--- src/rtl/gaf_pkg.sv ---
// ----------------------------------------------------------------------------
// gaf_pkg
// shared widths, defaults and sequencer states of the recurrence pair engine
// ----------------------------------------------------------------------------
package gaf_pkg;

    localparam int SAMPLE_W      = 16;
    localparam int LAG_W         = 6;
    localparam int GAF_W         = 16;
    localparam int DIST_W        = 16;
    localparam int OUT_FRAC      = 14;
    localparam int GAF_MAX       = 16384;

    localparam int WINDOW_DEF    = 64;
    localparam int FRAC_BITS_DEF = 12;

    typedef enum logic [2:0] {
        ST_IDLE,
        ST_SQUARE,
        ST_ROOT,
        ST_WRITE,
        ST_PAIR,
        ST_DRAIN
    } gaf_state_t;

endpackage

--- src/rtl/gaf_recurrence_pair_engine.sv ---
// ----------------------------------------------------------------------------
// gaf_recurrence_pair_engine
// angular summation field and recurrence distance for every pair formed by a
// new sample and the samples held in the history window
// ----------------------------------------------------------------------------
//  channel | signals                          | handshake
//  --------+----------------------------------+-------------------------------
//  in      | sample                           | in_valid / in_stall
//  out     | lag, gaf_value,                  | out_valid / out_stall
//          | recurrence_distance, last_of_run |
//
//  each sample steps through the accepting idle state, the squaring state, the
//  bit-serial square root, one history write, then one pair per cycle from the
//  single history read port while out_stall does not hold the pipeline, and
//  last a drain of the read and product stages
//  rst_n clears the sequencer, pointers, fill count and stage valid bits;
//  the history memory needs no clearing since only filled slots are read
//  out_stall freezes the whole pair pipeline; in_stall is high while busy
// ----------------------------------------------------------------------------
module gaf_recurrence_pair_engine #(
    parameter int WINDOW        = gaf_pkg::WINDOW_DEF,
    parameter int FRACTION_BITS = gaf_pkg::FRAC_BITS_DEF
) (
    input  logic                                clk,
    input  logic                                rst_n,
    input  logic                                in_valid,
    output logic                                in_stall,
    input  logic signed [gaf_pkg::SAMPLE_W-1:0] sample,
    output logic                                out_valid,
    input  logic                                out_stall,
    output logic        [gaf_pkg::LAG_W-1:0]    lag,
    output logic signed [gaf_pkg::GAF_W-1:0]    gaf_value,
    output logic        [gaf_pkg::DIST_W-1:0]   recurrence_distance,
    output logic                                last_of_run
);

    import gaf_pkg::*;

    localparam int AW  = (WINDOW > 1) ? $clog2(WINDOW) : 1;
    localparam int CW  = $clog2(WINDOW + 1);
    localparam int CHW = FRACTION_BITS + 2;
    localparam int SNW = FRACTION_BITS + 1;
    localparam int RW  = 2 * FRACTION_BITS + 1;
    localparam int CCW = 2 * CHW;
    localparam int SSW = 2 * SNW;
    localparam int PW  = 2 * FRACTION_BITS + 5;
    localparam int SH  = 2 * FRACTION_BITS - OUT_FRAC;
    localparam int QW  = PW - SH;
    localparam int XW  = SAMPLE_W + 1;

    localparam logic signed [XW-1:0] ONE_X     = XW'(1 << FRACTION_BITS);
    localparam logic signed [XW-1:0] NEG_ONE_X = -ONE_X;
    localparam logic [RW-1:0]        ONE_SQ    = RW'(1) << (2 * FRACTION_BITS);
    localparam logic [PW-1:0]        RND_BIAS  = PW'(1) << (SH - 1);
    localparam logic signed [QW-1:0] Q_MAX     = QW'(GAF_MAX);
    localparam logic signed [QW-1:0] Q_MIN     = QW'(-GAF_MAX);
    localparam logic [AW-1:0]        LAST_SLOT = AW'(WINDOW - 1);
    localparam logic [CW-1:0]        FULL      = CW'(WINDOW);

    gaf_state_t state_reg, state_next;

    logic signed [SAMPLE_W-1:0] mem_raw [WINDOW];
    logic signed [CHW-1:0]      mem_cos [WINDOW];
    logic        [SNW-1:0]      mem_sin [WINDOW];

    logic signed [SAMPLE_W-1:0] x_reg;
    logic signed [CHW-1:0]      c_reg;
    logic        [SNW-1:0]      s_reg;
    logic        [RW-1:0]       v_reg;
    logic        [RW-1:0]       res_reg;
    logic        [RW-1:0]       bit_reg;
    logic        [AW-1:0]       wptr_reg;
    logic        [AW-1:0]       rptr_reg;
    logic        [AW-1:0]       k_reg;
    logic        [CW-1:0]       fill_reg;

    logic                       b_valid_reg;
    logic signed [SAMPLE_W-1:0] b_raw_reg;
    logic signed [CHW-1:0]      b_cos_reg;
    logic        [SNW-1:0]      b_sin_reg;
    logic        [AW-1:0]       b_lag_reg;
    logic                       b_last_reg;

    logic                       c_valid_reg;
    logic signed [CCW-1:0]      c_cc_reg;
    logic        [SSW-1:0]      c_ss_reg;
    logic signed [XW-1:0]       c_diff_reg;
    logic        [AW-1:0]       c_lag_reg;
    logic                       c_last_reg;

    logic                       out_valid_reg;
    logic        [LAG_W-1:0]    lag_reg;
    logic signed [GAF_W-1:0]    gaf_reg;
    logic        [DIST_W-1:0]   dist_reg;
    logic                       last_reg;

    logic                       accept;
    logic                       adv;
    logic                       issue;
    logic                       issue_last;
    logic signed [XW-1:0]       x_ext;
    logic signed [XW-1:0]       x_clamp;
    logic signed [CCW-1:0]      c_sq;
    logic        [RW:0]         trial;
    logic signed [PW-1:0]       p_sum;
    logic signed [QW-1:0]       q_val;
    logic signed [XW-1:0]       d_abs;

    assign accept     = in_valid && !in_stall;
    assign adv        = !out_valid_reg || !out_stall;
    assign issue      = (state_reg == ST_PAIR) && adv;
    assign issue_last = (CW'(k_reg) + CW'(1)) == fill_reg;

    assign x_ext   = XW'(sample);
    assign x_clamp = (x_ext > ONE_X) ? ONE_X : ((x_ext < NEG_ONE_X) ? NEG_ONE_X : x_ext);
    assign c_sq    = c_reg * c_reg;
    assign trial   = (RW + 1)'(res_reg) + (RW + 1)'(bit_reg);

    assign p_sum = PW'(c_cc_reg) - PW'(c_ss_reg) + RND_BIAS;
    assign q_val = QW'(p_sum >>> SH);
    assign d_abs = c_diff_reg[XW-1] ? -c_diff_reg : c_diff_reg;

    always_ff @(posedge clk or negedge rst_n)
    begin
        if (!rst_n)
        begin
            state_reg <= ST_IDLE;
        end
        else
        begin
            state_reg <= state_next;
        end
    end

    always_comb
    begin
        state_next = state_reg;
        in_stall   = (state_reg != ST_IDLE);
        unique case (state_reg)
            ST_IDLE:
            begin
                if (in_valid)
                begin
                    state_next = ST_SQUARE;
                end
            end
            ST_SQUARE:
            begin
                state_next = ST_ROOT;
            end
            ST_ROOT:
            begin
                if (bit_reg[0])
                begin
                    state_next = ST_WRITE;
                end
            end
            ST_WRITE:
            begin
                state_next = ST_PAIR;
            end
            ST_PAIR:
            begin
                if (adv && issue_last)
                begin
                    state_next = ST_DRAIN;
                end
            end
            ST_DRAIN:
            begin
                if (!b_valid_reg && !c_valid_reg)
                begin
                    state_next = ST_IDLE;
                end
            end
            default:
            begin
                state_next = ST_IDLE;
            end
        endcase
    end

    // sample capture, squaring and bit-serial square root
    always_ff @(posedge clk)
    begin
        if (accept)
        begin
            x_reg <= sample;
            c_reg <= CHW'(x_clamp);
        end
        if (state_reg == ST_SQUARE)
        begin
            v_reg   <= ONE_SQ - RW'(c_sq);
            res_reg <= '0;
            bit_reg <= ONE_SQ;
        end
        else if (state_reg == ST_ROOT)
        begin
            if ((RW + 1)'(v_reg) >= trial)
            begin
                v_reg   <= v_reg - RW'(trial);
                res_reg <= (res_reg >> 1) + bit_reg;
            end
            else
            begin
                res_reg <= res_reg >> 1;
            end
            bit_reg <= bit_reg >> 2;
        end
        if (state_reg == ST_WRITE)
        begin
            s_reg <= SNW'(res_reg);
        end
    end

    // pointers and fill count
    always_ff @(posedge clk or negedge rst_n)
    begin
        if (!rst_n)
        begin
            wptr_reg <= '0;
            rptr_reg <= '0;
            k_reg    <= '0;
            fill_reg <= '0;
        end
        else if (state_reg == ST_WRITE)
        begin
            rptr_reg <= wptr_reg;
            k_reg    <= '0;
            wptr_reg <= (wptr_reg == LAST_SLOT) ? '0 : wptr_reg + AW'(1);
            if (fill_reg != FULL)
            begin
                fill_reg <= fill_reg + CW'(1);
            end
        end
        else if (issue)
        begin
            rptr_reg <= (rptr_reg == '0) ? LAST_SLOT : rptr_reg - AW'(1);
            k_reg    <= k_reg + AW'(1);
        end
    end

    // history memory, one write and one registered read port
    always_ff @(posedge clk)
    begin
        if (state_reg == ST_WRITE)
        begin
            mem_raw[wptr_reg] <= x_reg;
            mem_cos[wptr_reg] <= c_reg;
            mem_sin[wptr_reg] <= SNW'(res_reg);
        end
        if (issue)
        begin
            b_raw_reg  <= mem_raw[rptr_reg];
            b_cos_reg  <= mem_cos[rptr_reg];
            b_sin_reg  <= mem_sin[rptr_reg];
            b_lag_reg  <= k_reg;
            b_last_reg <= issue_last;
        end
    end

    // pair pipeline: read data, products, rounded output
    always_ff @(posedge clk or negedge rst_n)
    begin
        if (!rst_n)
        begin
            b_valid_reg   <= 1'b0;
            c_valid_reg   <= 1'b0;
            out_valid_reg <= 1'b0;
        end
        else if (adv)
        begin
            b_valid_reg   <= (state_reg == ST_PAIR);
            c_valid_reg   <= b_valid_reg;
            out_valid_reg <= c_valid_reg;
        end
    end

    always_ff @(posedge clk)
    begin
        if (adv)
        begin
            c_cc_reg   <= c_reg * b_cos_reg;
            c_ss_reg   <= s_reg * b_sin_reg;
            c_diff_reg <= XW'(x_reg) - XW'(b_raw_reg);
            c_lag_reg  <= b_lag_reg;
            c_last_reg <= b_last_reg;

            lag_reg  <= LAG_W'(c_lag_reg);
            dist_reg <= DIST_W'(d_abs);
            last_reg <= c_last_reg;
            if (q_val > Q_MAX)
            begin
                gaf_reg <= GAF_W'(Q_MAX);
            end
            else if (q_val < Q_MIN)
            begin
                gaf_reg <= GAF_W'(Q_MIN);
            end
            else
            begin
                gaf_reg <= GAF_W'(q_val);
            end
        end
    end

    assign out_valid           = out_valid_reg;
    assign lag                 = lag_reg;
    assign gaf_value           = gaf_reg;
    assign recurrence_distance = dist_reg;
    assign last_of_run         = last_reg;

`ifndef SYNTHESIS
    a_idle_empty: assert property (@(posedge clk) disable iff (!rst_n)
        (state_reg == ST_IDLE) |-> (!b_valid_reg && !c_valid_reg))
        else $error("pair pipeline busy while taking a new sample");

    a_issue_in_fill: assert property (@(posedge clk) disable iff (!rst_n)
        (state_reg == ST_PAIR) |-> (CW'(k_reg) < fill_reg))
        else $error("pair issued beyond the filled history");

    a_accept_start: assert property (@(posedge clk) disable iff (!rst_n)
        accept |=> (state_reg == ST_SQUARE))
        else $error("accepted sample did not start the sequence");

    a_fill_bound: assert property (@(posedge clk) disable iff (!rst_n)
        (fill_reg <= FULL))
        else $error("fill count beyond window");
`endif

endmodule

--- config.mk ---
export PLATFORM = sky130hd
export DESIGN_NAME = gaf_recurrence_pair_engine
export DESIGN_NICKNAME = d
export VERILOG_FILES = /design/src/rtl/gaf_pkg.sv /design/src/rtl/gaf_recurrence_pair_engine.sv
export SDC_FILE = /design/constraint.sdc
export NUM_CORES = 2
export LEC_CHECK = 0
export ABC_CLOCK_PERIOD_IN_PS = 7970
export BUFFER_PORTS_ARGS = -buffer_cell sky130_fd_sc_hd__buf_4
export CORE_ASPECT_RATIO = 1.2
export CORE_MARGIN = 3
export CORE_UTILIZATION = 55
export DETAILED_ROUTE_END_ITERATION = 8
export GPL_TIMING_DRIVEN = 0
export PLACE_DENSITY = 0.73
export SYNTH_ARGS = -nofsm -noshare
export SYNTH_HDL_FRONTEND = slang
export SYNTH_SLANG_ARGS = --single-unit
--- constraint.sdc ---
create_clock -name clk -period 7.97 [get_ports clk]
set_clock_uncertainty 0.2 [all_clocks]
set_input_delay 0.3985 -clock clk [delete_from_list [all_inputs] [get_ports clk]]
set_output_delay 0.3985 -clock clk [all_outputs]
set_load 0.01 [all_outputs]
==> reports/qor.yml <==
outcome:
  outcome: "finished, violations left"
  violations: "design-rule violations, max-capacitance violations, max-slew violations"
clocking:
  clk_pin_slew_ns: 0.06
  clkLatencyLatePin_ns: 0.90
  clk_path_buf_depth: 4
  ctsRootBufferMaster: "clkbuf_16"
  cts_tree: "done"
  cts_sinks: 3056
  cts_buffers: 299
  ctsHtreeMaxLevel: 5
sta:
  relSlewSlack_pct: -4.59
  timing.hold.ws_ns: 0.0564
  period_minus_slack_ns: 7.76
  period_share_pct: 97.4
  worst_pin_slew_ns: 1.57
  slew_viol_final: 21
  setup_viol: 0
  max_freq_mhz: 129
  hold_viol: 0
layout:
  syn2layout_area_growth_pct: 14.6
  layout-drive-gt1-share_pct: 21.0
  num-fill-cells: 16500
  regMostFlops: "mem_raw"
  top_regs: "mem_raw x1024, mem_cos x896, mem_sin x832"
  fin_area_um2: 160000
  final_nets: 9098
  final_util_pct: 63.6
  largest_reg_flops: 1024
logic_synthesis:
  seq_area_frac_synth_pct: 65.5
  syn_nets: 8478
  async_reset_ff_share_pct: 1.01
  synth_area_leaders: "edfxtp_1 (64%), mux4_2 (14%), fa_1 (6.8%)"
  synth_edf_count: 2987
  yosysTopAreaCell: "edfxtp_1"
  syn_area_per_cell_um2: 18.2
  synth_ff_type: "edfxtp_1"
  postSynthCellCount: 7640
  synth_cell_types: 88
  ys_ff_latch: 3056
  yosysWarnings: 0
  synth_area_um2: 139000
  synth_top_area_share_pct: 64.4
worst_setup_path:
  critPathCaptureType: "register"
  worstSetupPathType: "register to register"
  cp.arrival_ns: 8.18
  critPathLaunchType: "register"
  worstPathMaxFanout: 27
  required_ns: 8.39
routing:
  drt-total-wl_mm: 417
  antenna_left: 0
  routed-via-count: 78500
  drt-initial-drc-count: 11600
  wl_per_cell_um: 35.2
  dr.pass1.iters: 9
  drc_errors: 1
  post_drt_via_cell_ratio: 6.62
placed_design:
  dpl.hpwl_mm: 272
  numPortBuffers: 60
  gp_congestion: 0.978
  dpl_cell_area_um2: 150000
floorplan:
  die-area_um2: 259000
  num_rows: 201
  core_um2: 251000
  io_pins: 61
  die_w_um: 465
  initial_core_util_pct: 55.5
  fp.dieH_um: 557
grt:
  grt_start_max_net_pins: 71
  antenna_found_initial: 33
  grt_pass1_wl_mm: 591
  overflow: 0
  grt_pass1_vias: 80600
  grt_usage_pct: 32.4
run:
  maxCapViolCount: 2
worst_hold_path:
  hold_class: "primary input to register"
cell type report:
type / instances / area, um^2 / area share [%]
diodes: 12 / 30.0 / 0.0188
plain buffers: 319 / 1300 / 0.813
clock buffers: 358 / 7930 / 4.97
clock inverters: 171 / 1420 / 0.890
inverters: 688 / 2580 / 1.62
multi-input cells: 3563 / 44600 / 28.0
flip-flops and latches: 3056 / 91300 / 57.2
well taps: 3349 / 4190 / 2.63
repair buffers: 333 / 6180 / 3.88
cells in the mapped netlist (44+ instances only):
cell type / instances
xnor2_1: 135
nand2_1: 383
buf_2: 56
inv_1: 685
buf_1: 45
fa_1: 471
clkbuf_1: 231
edfxtp_1: 2987
ha_1: 347
mux4_2: 846
o21ai_0: 114
and2_1: 221
a21oi_1: 128
mux2i_1: 79
nor2_1: 242
xor2_1: 79
nor3_1: 44
worst max-delay path: stages (launching register included):
cell and delay, ns:
edfxtp_1 0.37, buf_12 0.14, buf_16 0.17, buf_16 0.19, buf_16 0.20, clkbuf_4 0.27, buf_2 0.28, nand2_1 0.13
fa_1 0.49, inv_1 0.06, fa_1 0.42, inv_1 0.10, fa_1 0.44, fa_1 0.55, inv_1 0.05, fa_1 0.48
inv_1 0.05, fa_1 0.45, ha_1 0.35, and2_1 0.16, o21ai_0 0.23, o31ai_2 0.17, o41ai_4 0.45, o31a_1 0.30
nand2b_1 0.08, a21oi_1 0.24, xor2_2 0.31, o21ai_0 0.13
per-layer routing:
layer / global-route usage [%] / vias up / wire length, um / part of all wire (%)
li1: - / 30600 / - / -
met1: 39.1 / 40200 / 131000 / 31
met2: 51.4 / 6041 / 196000 / 47
met3: 9.63 / 1611 / 54400 / 13
met4: 20.9 / 20 / 34400 / 8.3
met5: 0.240 / - / 232 / 0.056
repair_timing:
item,in CTS,in global routing
hold buffers,21,0
endpoints found under the setup margin,20,5
resized for setup,13,14
setup buffers,18,9
pin swaps,0,2
endpoints found under the hold margin,98,0
worst paths after layout:
| check | startpoint | end | slack, ns | cells past startpoint |
|---|---|---|---|---|
| max in group asynchronous | rst_n | wptr_reg[3]$_DFFE_PN0P_ | 6.99 | 4 |
| hold reg to reg | b_last_reg$_DFFE_PP_ | c_last_reg$_DFFE_PN_ | 0.22 | 0 |
| setup reg to reg | c_reg[1]$_SDFFCE_PP0P_ | v_reg[22]$_DFFE_PP_ | 0.21 | 27 |
| min in group asynchronous | rst_n | k_reg[4]$_DFFE_PN0P_ | 0.34 | 4 |
| setup / recovery | c_reg[1]$_SDFFCE_PP0P_ | v_reg[22]$_DFFE_PP_ | 0.21 | 27 |
| hold / removal | sample[5] | x_reg[5]$_DFFE_PP_ | 0.06 | 2 |
metrics by stage:
| step | worst slack, ns | TNS [ns] | cells |
|---|---|---|---|
| finish | 0.208 | 0 | 11800 |
| global route | -0.0261 | -0.0261 | 11800 |
| CTS | 0.00541 | 0 | 11800 |
| detailed placement | -1.22 | -9.84 | 11300 |
| global placement | -2.06 | -252.99 | 11000 |
| floorplan | 0.494 | 0 | 7640 |
placed cells by master (no fill, tap or decap), types with 55 or more instances in the layout:
cell / netlist / final
nor2_1: 242 / 180
a21oi_1: 128 / 126
mux4_2: 846 / 846
buf_4: 1 / 82
buf_12: 0 / 97
xor2_1: 79 / 78
and2_1: 221 / 221
nor2_4: 0 / 62
edfxtp_1: 2987 / 2987
o21ai_0: 114 / 114
clkbuf_16: 0 / 308
xnor2_1: 135 / 134
buf_16: 0 / 115
ha_1: 347 / 347
clkbuf_1: 231 / 250
clkinv_1: 2 / 64
buf_2: 56 / 57
clkinv_2: 0 / 55
mux2i_1: 79 / 79
fa_1: 471 / 471
nand2_1: 383 / 382
inv_1: 685 / 684
logic make-up (layout without fill, tap and decap cells):
| logic type | after synthesis | count (layout) | synth area share [%] |
|---|---|---|---|
| compound gates | 525 | 525 | 2.49 |
| simple gates | 1078 | 1078 | 3.68 |
| flops | 3056 | 3056 | 65.5 |
| xor+xnor | 214 | 214 | 1.35 |
| fa+ha+maj | 818 | 818 | 9.89 |
| buf+inv | 1021 | 1869 | 2.81 |
| mux | 928 | 928 | 14.3 |
| other cells | 0 | 12 | 0 |
Power is not shown: default switching activity piles up to over one toggle a cycle in this logic, so the estimate is an artifact.
